===== src/sv/pcgb_pkg.sv =====
// pcgb_pkg: shared types, constants and the xsh-rr output function
// for the pcg32 bounded random block; no dependencies
`default_nettype none

package pcgb_pkg;

    localparam int unsigned STATE_W = 64;
    localparam int unsigned DATA_W  = 32;
    localparam int unsigned CNT_W   = 5;
    localparam int unsigned ADDR_W  = 4;
    localparam int unsigned PDATA_W = 64;

    localparam logic [STATE_W-1:0] LCG_MULT = 64'd6364136223846793005;
    localparam logic [DATA_W-1:0]  MULT_LO  = LCG_MULT[31:0];
    localparam logic [DATA_W-1:0]  MULT_HI  = LCG_MULT[63:32];

    // register select is address bit 3 (registers sit at 8*i)
    localparam logic REG_SEED = 1'b0;
    localparam logic REG_INC  = 1'b1;

    typedef enum logic {
        ST_IDLE,
        ST_RUN
    } ctrl_state_t;

    typedef enum logic [1:0] {
        PH_IDLE,
        PH_LOW,
        PH_MID_A,
        PH_MID_B
    } lcg_phase_t;

    typedef struct packed {
        logic div_busy;
        logic lcg_busy;
    } unit_status_t;

    typedef struct packed {
        logic start;
        logic load_out;
    } ctrl_cmd_t;

    typedef struct packed {
        logic               seed_we;
        logic               inc_we;
        logic [PDATA_W-1:0] wdata;
    } cfg_wr_t;

    function automatic logic [DATA_W-1:0] xsh_rr(input logic [STATE_W-1:0] s);
        logic [STATE_W-1:0]  mix_wide;
        logic [DATA_W-1:0]   mixed;
        logic [4:0]          amount;
        logic [2*DATA_W-1:0] doubled;
        mix_wide = ((s >> 18) ^ s) >> 27;
        mixed    = mix_wide[DATA_W-1:0];
        amount   = s[63:59];
        doubled  = {mixed, mixed} >> amount;
        return doubled[DATA_W-1:0];
    endfunction

endpackage

`default_nettype wire


===== src/sv/pcgb_lcg.sv =====
// pcgb_lcg: seed/increment registers and the 64-bit state advance,
// done as three 32x32 partial products on one multiplier; uses pcgb_pkg
`default_nettype none

module pcgb_lcg (
    input  wire                              aclk,
    input  wire                              aresetn,
    input  wire pcgb_pkg::cfg_wr_t           cfg,
    input  wire                              start,
    output logic                             busy,
    output logic [pcgb_pkg::STATE_W-1:0]     state,
    output logic [pcgb_pkg::STATE_W-1:0]     seed,
    output logic [pcgb_pkg::STATE_W-1:0]     incr
);

    pcgb_pkg::lcg_phase_t              phase_reg, phase_next;
    logic [pcgb_pkg::STATE_W-1:0]      seed_reg, seed_next;
    logic [pcgb_pkg::STATE_W-1:0]      inc_reg, inc_next;
    logic [pcgb_pkg::STATE_W-1:0]      state_reg, state_next;
    logic [pcgb_pkg::STATE_W-1:0]      old_reg, old_next;
    logic [pcgb_pkg::STATE_W-1:0]      acc_reg, acc_next;
    logic [pcgb_pkg::DATA_W-1:0]       mul_a, mul_b;
    logic [2*pcgb_pkg::DATA_W-1:0]     prod;

    // operand select for the shared multiplier
    always_comb begin
        case (phase_reg)
            pcgb_pkg::PH_LOW: begin
                mul_a = old_reg[31:0];
                mul_b = pcgb_pkg::MULT_LO;
            end
            pcgb_pkg::PH_MID_A: begin
                mul_a = old_reg[31:0];
                mul_b = pcgb_pkg::MULT_HI;
            end
            pcgb_pkg::PH_MID_B: begin
                mul_a = old_reg[63:32];
                mul_b = pcgb_pkg::MULT_LO;
            end
            default: begin
                mul_a = '0;
                mul_b = '0;
            end
        endcase
    end

    assign prod = mul_a * mul_b;

    always_comb begin
        case (phase_reg)
            pcgb_pkg::PH_LOW:   acc_next = prod + {inc_reg[63:1], 1'b1};
            pcgb_pkg::PH_MID_A: acc_next = acc_reg + {prod[31:0], 32'd0};
            pcgb_pkg::PH_MID_B: acc_next = acc_reg + {prod[31:0], 32'd0};
            default:            acc_next = acc_reg;
        endcase
    end

    always_comb begin
        case (phase_reg)
            pcgb_pkg::PH_IDLE:  phase_next = start ? pcgb_pkg::PH_LOW : pcgb_pkg::PH_IDLE;
            pcgb_pkg::PH_LOW:   phase_next = pcgb_pkg::PH_MID_A;
            pcgb_pkg::PH_MID_A: phase_next = pcgb_pkg::PH_MID_B;
            default:            phase_next = pcgb_pkg::PH_IDLE;
        endcase
    end

    always_comb begin
        seed_next  = cfg.seed_we ? cfg.wdata : seed_reg;
        inc_next   = cfg.inc_we ? cfg.wdata : inc_reg;
        old_next   = (start && phase_reg == pcgb_pkg::PH_IDLE) ? state_reg : old_reg;
        state_next = state_reg;
        if (cfg.seed_we) begin
            state_next = cfg.wdata;
        end else if (phase_reg == pcgb_pkg::PH_MID_B) begin
            state_next = acc_next;
        end
    end

    always_ff @(posedge aclk) begin
        if (!aresetn) begin
            phase_reg <= pcgb_pkg::PH_IDLE;
            seed_reg  <= '0;
            inc_reg   <= '0;
            state_reg <= '0;
        end else begin
            phase_reg <= phase_next;
            seed_reg  <= seed_next;
            inc_reg   <= inc_next;
            state_reg <= state_next;
        end
    end

    always_ff @(posedge aclk) begin
        old_reg <= old_next;
        acc_reg <= acc_next;
    end

    assign busy  = (phase_reg != pcgb_pkg::PH_IDLE);
    assign state = state_reg;
    assign seed  = seed_reg;
    assign incr  = inc_reg;

endmodule

`default_nettype wire


===== src/sv/pcgb_rem.sv =====
// pcgb_rem: radix-2 restoring remainder unit, one dividend bit per cycle
// with one shared subtract/compare; uses pcgb_pkg
`default_nettype none

module pcgb_rem (
    input  wire                             aclk,
    input  wire                             aresetn,
    input  wire                             start,
    input  wire  [pcgb_pkg::DATA_W-1:0]     dividend,
    input  wire  [pcgb_pkg::DATA_W-1:0]     divisor,
    output logic                            busy,
    output logic [pcgb_pkg::DATA_W-1:0]     remainder
);

    logic                            run_reg, run_next;
    logic [pcgb_pkg::CNT_W-1:0]      cnt_reg, cnt_next;
    logic [pcgb_pkg::DATA_W-1:0]     rem_reg, rem_next;
    logic [pcgb_pkg::DATA_W-1:0]     dvd_reg, dvd_next;
    logic [pcgb_pkg::DATA_W-1:0]     dsr_reg, dsr_next;
    logic [pcgb_pkg::DATA_W:0]       trial;
    logic [pcgb_pkg::DATA_W:0]       diff;
    logic                            fits;

    // zero divisor always fits, so the remainder ends up as the dividend
    assign trial = {rem_reg, dvd_reg[pcgb_pkg::DATA_W-1]};
    assign diff  = trial - {1'b0, dsr_reg};
    assign fits  = (trial >= {1'b0, dsr_reg});

    always_comb begin
        run_next = run_reg;
        cnt_next = cnt_reg;
        rem_next = rem_reg;
        dvd_next = dvd_reg;
        dsr_next = dsr_reg;
        if (start && !run_reg) begin
            run_next = 1'b1;
            cnt_next = '1;
            rem_next = '0;
            dvd_next = dividend;
            dsr_next = divisor;
        end else if (run_reg) begin
            rem_next = fits ? diff[pcgb_pkg::DATA_W-1:0] : trial[pcgb_pkg::DATA_W-1:0];
            dvd_next = {dvd_reg[pcgb_pkg::DATA_W-2:0], 1'b0};
            cnt_next = cnt_reg - 1'b1;
            if (cnt_reg == '0) begin
                run_next = 1'b0;
            end
        end
    end

    always_ff @(posedge aclk) begin
        if (!aresetn) begin
            run_reg <= 1'b0;
            cnt_reg <= '0;
        end else begin
            run_reg <= run_next;
            cnt_reg <= cnt_next;
        end
    end

    always_ff @(posedge aclk) begin
        rem_reg <= rem_next;
        dvd_reg <= dvd_next;
        dsr_reg <= dsr_next;
    end

    assign busy      = run_reg;
    assign remainder = rem_reg;

endmodule

`default_nettype wire


===== src/sv/pcgb_ctrl.sv =====
// pcgb_ctrl: sequencer that starts the state advance and remainder units
// and hands the result to the output register; uses pcgb_pkg
`default_nettype none

module pcgb_ctrl (
    input  wire                       aclk,
    input  wire                       aresetn,
    input  wire                       s_valid,
    input  wire                       out_valid,
    input  wire                       m_ready,
    input  wire pcgb_pkg::unit_status_t status,
    output logic                      s_ready,
    output pcgb_pkg::ctrl_cmd_t       cmd
);

    pcgb_pkg::ctrl_state_t state_reg, state_next;
    logic                  out_free;
    logic                  units_done;

    assign out_free   = !out_valid || m_ready;
    assign units_done = !status.div_busy && !status.lcg_busy;

    always_comb begin
        case (state_reg)
            pcgb_pkg::ST_IDLE: begin
                state_next = s_valid ? pcgb_pkg::ST_RUN : pcgb_pkg::ST_IDLE;
            end
            pcgb_pkg::ST_RUN: begin
                state_next = (units_done && out_free) ? pcgb_pkg::ST_IDLE : pcgb_pkg::ST_RUN;
            end
            default: begin
                state_next = pcgb_pkg::ST_IDLE;
            end
        endcase
    end

    always_comb begin
        case (state_reg)
            pcgb_pkg::ST_IDLE: begin
                s_ready      = 1'b1;
                cmd.start    = s_valid;
                cmd.load_out = 1'b0;
            end
            pcgb_pkg::ST_RUN: begin
                s_ready      = 1'b0;
                cmd.start    = 1'b0;
                cmd.load_out = units_done && out_free;
            end
            default: begin
                s_ready      = 1'b0;
                cmd.start    = 1'b0;
                cmd.load_out = 1'b0;
            end
        endcase
    end

    always_ff @(posedge aclk) begin
        if (!aresetn) begin
            state_reg <= pcgb_pkg::ST_IDLE;
        end else begin
            state_reg <= state_next;
        end
    end

endmodule

`default_nettype wire


===== src/sv/pcg32_bounded_random.sv =====
// pcg32_bounded_random: an accepted input starts both units, then loads the output register
// one transaction at a time: s_ready stays low through the 32-step remainder loop
// the 64-bit state advance runs on one 32x32 multiplier alongside the remainder loop
// synchronous active-low reset clears seed, increment, state and output valid
// depends on pcgb_pkg, pcgb_lcg, pcgb_rem, pcgb_ctrl
`default_nettype none

module pcg32_bounded_random (
    input  wire                               aclk,
    input  wire                               aresetn,
    input  wire                               s_valid,
    output logic                              s_ready,
    input  wire  [pcgb_pkg::DATA_W-1:0]       s_bound,
    output logic                              m_valid,
    input  wire                               m_ready,
    output logic [pcgb_pkg::DATA_W-1:0]       m_value,
    output logic [pcgb_pkg::DATA_W-1:0]       m_raw,
    input  wire                               psel,
    input  wire                               penable,
    input  wire                               pwrite,
    input  wire  [pcgb_pkg::ADDR_W-1:0]       paddr,
    input  wire  [pcgb_pkg::PDATA_W-1:0]      pwdata,
    output logic [pcgb_pkg::PDATA_W-1:0]      prdata,
    output logic                              pready
);

    pcgb_pkg::cfg_wr_t               cfg;
    pcgb_pkg::unit_status_t          status;
    pcgb_pkg::ctrl_cmd_t             cmd;
    logic [pcgb_pkg::STATE_W-1:0]    gen_state;
    logic [pcgb_pkg::STATE_W-1:0]    seed;
    logic [pcgb_pkg::STATE_W-1:0]    incr;
    logic [pcgb_pkg::DATA_W-1:0]     raw_now;
    logic [pcgb_pkg::DATA_W-1:0]     remainder;
    logic                            wr_en;
    logic [pcgb_pkg::DATA_W-1:0]     raw_reg, raw_next;
    logic                            m_valid_reg, m_valid_next;
    logic [pcgb_pkg::DATA_W-1:0]     m_value_reg, m_value_next;
    logic [pcgb_pkg::DATA_W-1:0]     m_raw_reg, m_raw_next;

    assign pready = 1'b1;
    assign wr_en  = psel && penable && pwrite && pready;

    assign cfg.seed_we = wr_en && (paddr[3] == pcgb_pkg::REG_SEED);
    assign cfg.inc_we  = wr_en && (paddr[3] == pcgb_pkg::REG_INC);
    assign cfg.wdata   = pwdata;

    assign prdata = (paddr[3] == pcgb_pkg::REG_INC) ? incr : seed;

    assign raw_now = pcgb_pkg::xsh_rr(gen_state);

    pcgb_ctrl u_ctrl (
        .aclk      (aclk),
        .aresetn   (aresetn),
        .s_valid   (s_valid),
        .out_valid (m_valid_reg),
        .m_ready   (m_ready),
        .status    (status),
        .s_ready   (s_ready),
        .cmd       (cmd)
    );

    pcgb_lcg u_lcg (
        .aclk    (aclk),
        .aresetn (aresetn),
        .cfg     (cfg),
        .start   (cmd.start),
        .busy    (status.lcg_busy),
        .state   (gen_state),
        .seed    (seed),
        .incr    (incr)
    );

    pcgb_rem u_rem (
        .aclk      (aclk),
        .aresetn   (aresetn),
        .start     (cmd.start),
        .dividend  (raw_now),
        .divisor   (s_bound),
        .busy      (status.div_busy),
        .remainder (remainder)
    );

    always_comb begin
        raw_next     = cmd.start ? raw_now : raw_reg;
        m_value_next = cmd.load_out ? remainder : m_value_reg;
        m_raw_next   = cmd.load_out ? raw_reg : m_raw_reg;
        if (cmd.load_out) begin
            m_valid_next = 1'b1;
        end else if (m_ready) begin
            m_valid_next = 1'b0;
        end else begin
            m_valid_next = m_valid_reg;
        end
    end

    always_ff @(posedge aclk) begin
        if (!aresetn) begin
            m_valid_reg <= 1'b0;
        end else begin
            m_valid_reg <= m_valid_next;
        end
    end

    always_ff @(posedge aclk) begin
        raw_reg     <= raw_next;
        m_value_reg <= m_value_next;
        m_raw_reg   <= m_raw_next;
    end

    assign m_valid = m_valid_reg;
    assign m_value = m_value_reg;
    assign m_raw   = m_raw_reg;

endmodule

`default_nettype wire


===== config.mk =====
export PLATFORM = sky130hd
export DESIGN_NAME = pcg32_bounded_random
export DESIGN_NICKNAME = d
export VERILOG_FILES = /design/src/sv/pcgb_pkg.sv /design/src/sv/pcgb_lcg.sv /design/src/sv/pcgb_rem.sv /design/src/sv/pcgb_ctrl.sv /design/src/sv/pcg32_bounded_random.sv
export SDC_FILE = /design/constraint.sdc
export NUM_CORES = 2
export LEC_CHECK = 0
export BUFFER_PORTS_ARGS = -buffer_cell sky130_fd_sc_hd__buf_2
export CAP_MARGIN = 20
export CELL_PAD_IN_SITES_DETAIL_PLACEMENT = 0
export CELL_PAD_IN_SITES_GLOBAL_PLACEMENT = 1
export CORE_ASPECT_RATIO = 0.9
export CORE_MARGIN = 2
export CORE_UTILIZATION = 30
export DETAILED_ROUTE_END_ITERATION = 8
export PLACE_DENSITY = 0.56
export SYNTH_ARGS = -nofsm -noshare
export SYNTH_HDL_FRONTEND = slang
export SYNTH_SLANG_ARGS = --single-unit

===== constraint.sdc =====
create_clock -name aclk -period 12.3 [get_ports aclk]
set_input_delay 3.075 -clock aclk [delete_from_list [all_inputs] [get_ports aclk]]
set_output_delay 3.075 -clock aclk [all_outputs]
set_load 0.01 [all_outputs]

==> metrics.yaml <==
endpoint_kind: "flop"
crit_fanout: 7
clkSlewWorstSetupHoldPaths_ps: 70
grt_max_degree: 78
max-cap-violations: 0
p_leak_nw: 28.6
clk_latency_ps: 660
tritoncts.num_buffers: 60
min_path_type: "flop to flop"
post-route-min-period_ps: 11870
drv_slew: 0
hold_path.startpoint: "raw_reg[25]$_DFFE_PP_"
worst_r2r_endpoint: "u_lcg.state[61]$_SDFFE_PN0P_"
setup_viol: 0
use_met2_pct: 32.1
ios: 238
syn-cell-area_um2: 51600
cp_slowest_stage_delay_ps: 710
dr.pass1.iters: 5
outcome: "complete, no violations"
syn_avg_cell_area_um2: 9.65
yosys_warnings: 0
ir_drop_mv: 0.105
layout_setup_ws_ps: 434
instances_no_fill: 7975
dpl.cell_count: 7848
ys_types: 102
port_buffers: 233
htreeDepth: 2
root_buffer: "clkbuf_16"
fin_tns_setup_ps: 0
multi_input_area_um2: 35000
worstPathRequired_ps: 12850
hold_end: "m_raw[25]$_DFFE_PP_"
cts_buffer_depth: 3
reg2reg_slack_ps: 430
worstMarginPinSlew_ps: 1070
dieArea_um2: 175000
synth-seq-cells: 522
seq_area_frac_synth_pct: 24.6
drive_above_1_share_pct: 13.7
synth_cells: 5349
finalPower_w: 0.00950
grt_pass1_vias: 39300
via_count: 39000
post-place-ws_ps: 110
cp_slowest_cell: "nor2b_1"
antenna_found_initial: 12
busiest_layer: "met2"
critPathMostFrequentCell: "fa_1"
start_util_pct: 30.2
cts_tree: "built"
grt.met3_usage_pct: 2.56
grt_use_met1_pct: 29.9
drtIter0Drc: 2737
grt_pass1_wl_mm: 266
cts_hold_buf: 0
core_region_area_um2: 171000
grt_overflow: 0
worstPathArrival_ps: 12410
worstHoldPathCells: 0
power_density_nw_per_um2: 162
fin_crit_sh_pct: 96.5
relSlewSlack_pct: 27.9
fill_cells: 17600
r2r_cells: 43
final_antenna_net_count: 0
hold_viol_final: 0
grt.total_usage_pct: 20.5
synth_edf_count: 224
crit_path_start_kind: "flop"
skew_ps: 35.3
clock_sinks: 522
crit_type: "flop to flop"
async_flop_share_pct: 0
place.gp.congestion: 0.905
route.detailed.drc: 0
rr_startpoint: "u_lcg.phase_reg[1]$_SDFF_PN0_"
hpwl_mm: 149
yosys_most_used_dff: "dfxtp_1"
fp.dieW_um: 441
fin_nets: 6917
register_area_um2: 12700
max_freq_mhz: 84.3
drt-total-wl_mm: 180
avgRoutedWirePerCell_um: 22.6
die_y_um: 397
area_growth_pct: 13.6
syn-num-nets: 6608
viasPerCell: 4.89
fp-row-count: 144
-- metal layers --
| layer | up-vias | wire [µm] | part of all wire, % |
|---|---|---|---|
| li1 | 18600 | - | - |
| met1 | 19400 | 86000 | 48 |
| met2 | 828 | 81000 | 45 |
| met3 | 143 | 8800 | 4.9 |
| met4 | 0 | 4210 | 2.3 |
| met5 | - | 0 | 0 |
-- stage by stage --
stage          utilization [%]  hold slack [ps]  cell area, µm²
2_1_floorplan                -              400           51600
3_3_place_gp              33.0              405           56500
3_5_place_dp              33.0              407           56500
5_1_grt                   34.3              425           58600
6_report                  34.3              418           58600
4_1_cts                   34.2              420           58500
-- critical path, delay by kind of cell (launching register included) --
kind	cells	cell delay (ps)
buffers and inverters	7	690
xor gates and xnor gates	2	360
DFF	1	390
and+or+nand+nor	3	1100
AOI/OAI and AO/OA	20	3990
adders and majority gates	11	5210
-- placed cells by master (no fill, tap or decap), drive strengths merged, types with 39 or more instances in the layout --
cell,count
clkbuf,88
nand4,44
dfxtp,298
nand3,62
fa,541
a21boi,172
inv,872
nor2b,40
ha,611
o21ai,257
a21o,98
mux2,120
a21oi,238
edfxtp,224
mux2i,67
o211ai,47
xnor2,114
nand2,543
nor2,203
xor2,71
a31oi,39
buf,450
-- cells by family after synthesis --
| logic type | Yosys count | share of synthesized area, % |
|---|---|---|
| other | 1 | 0.00727 |
| multiplexers | 195 | 4.27 |
| XOR/XNOR | 185 | 3.15 |
| AND/OR/NAND/NOR | 1101 | 9.65 |
| flip-flops | 522 | 24.6 |
| adder cells (fa/ha/maj) | 1152 | 35.8 |
| buffers and inverters | 1076 | 7.89 |
| AO/OA/AOI/OAI | 1117 | 14.6 |
-- cells in the mapped netlist, types with 36 or more instances --
cell | n | area [µm²]
inv_1 | 865 | 3250
ha_1 | 611 | 7640
nand2_1 | 543 | 2040
fa_1 | 541 | 10800
dfxtp_1 | 298 | 5970
a21oi_1 | 230 | 1150
edfxtp_1 | 224 | 6730
o21ai_0 | 223 | 1120
nor2_1 | 203 | 762
clkbuf_1 | 175 | 657
a21boi_0 | 162 | 1220
mux2_2 | 120 | 1350
xnor2_1 | 114 | 998
a21o_1 | 98 | 736
xor2_1 | 70 | 613
mux2i_1 | 67 | 671
nand3_1 | 62 | 310
o211ai_1 | 45 | 338
nand4_1 | 44 | 275
nor2b_1 | 39 | 244
and2_1 | 37 | 231
a22oi_1 | 36 | 270
o21bai_1 | 36 | 270
-- report_power, final --
part	switching (W)	internal (W)	leakage, nW
sequential	0.000168	0.00210	4.59
combinational	0.00340	0.00199	23.0
clock	0.000774	0.00108	0.963
-- timing repair --
item	4_1_cts	5_1_grt
resized for setup	0	17
setup buffers	0	10
endpoints found under the setup margin	0	37
-- area by class of cell --
type	instances	share of cell area [%]
well taps	2263	4.83
multi-input cells	3752	59.7
clock buffers	88	2.88
inverters	872	5.58
clock inverters	26	0.519
flip-flops and latches	522	21.7
repair buffers	450	4.85
diodes	2	0.00854
-- worst max path at each step --
stage	from	end	slack, ps	cells after the start
6_report	u_lcg.phase_reg[1]$_SDFF_PN0_	u_lcg.state[61]$_SDFFE_PN0P_	430	43
5_1_grt	u_lcg.phase_reg[1]$_SDFF_PN0_	u_lcg.state[54]$_SDFFE_PN0P_	-30	42
4_1_cts	u_lcg.phase_reg[1]$_SDFF_PN0_	u_lcg.state[61]$_SDFFE_PN0P_	20	45
3_5_place_dp	u_lcg.phase_reg[1]$_SDFF_PN0_	u_lcg.state[61]$_SDFFE_PN0P_	110	45
3_3_place_gp	u_lcg.phase_reg[1]$_SDFF_PN0_	u_lcg.state[61]$_SDFFE_PN0P_	200	41
2_1_floorplan	u_lcg.phase_reg[1]$_SDFF_PN0_	u_lcg.state[61]$_SDFFE_PN0P_	1330	44
(Power assumes the default switching activity.)
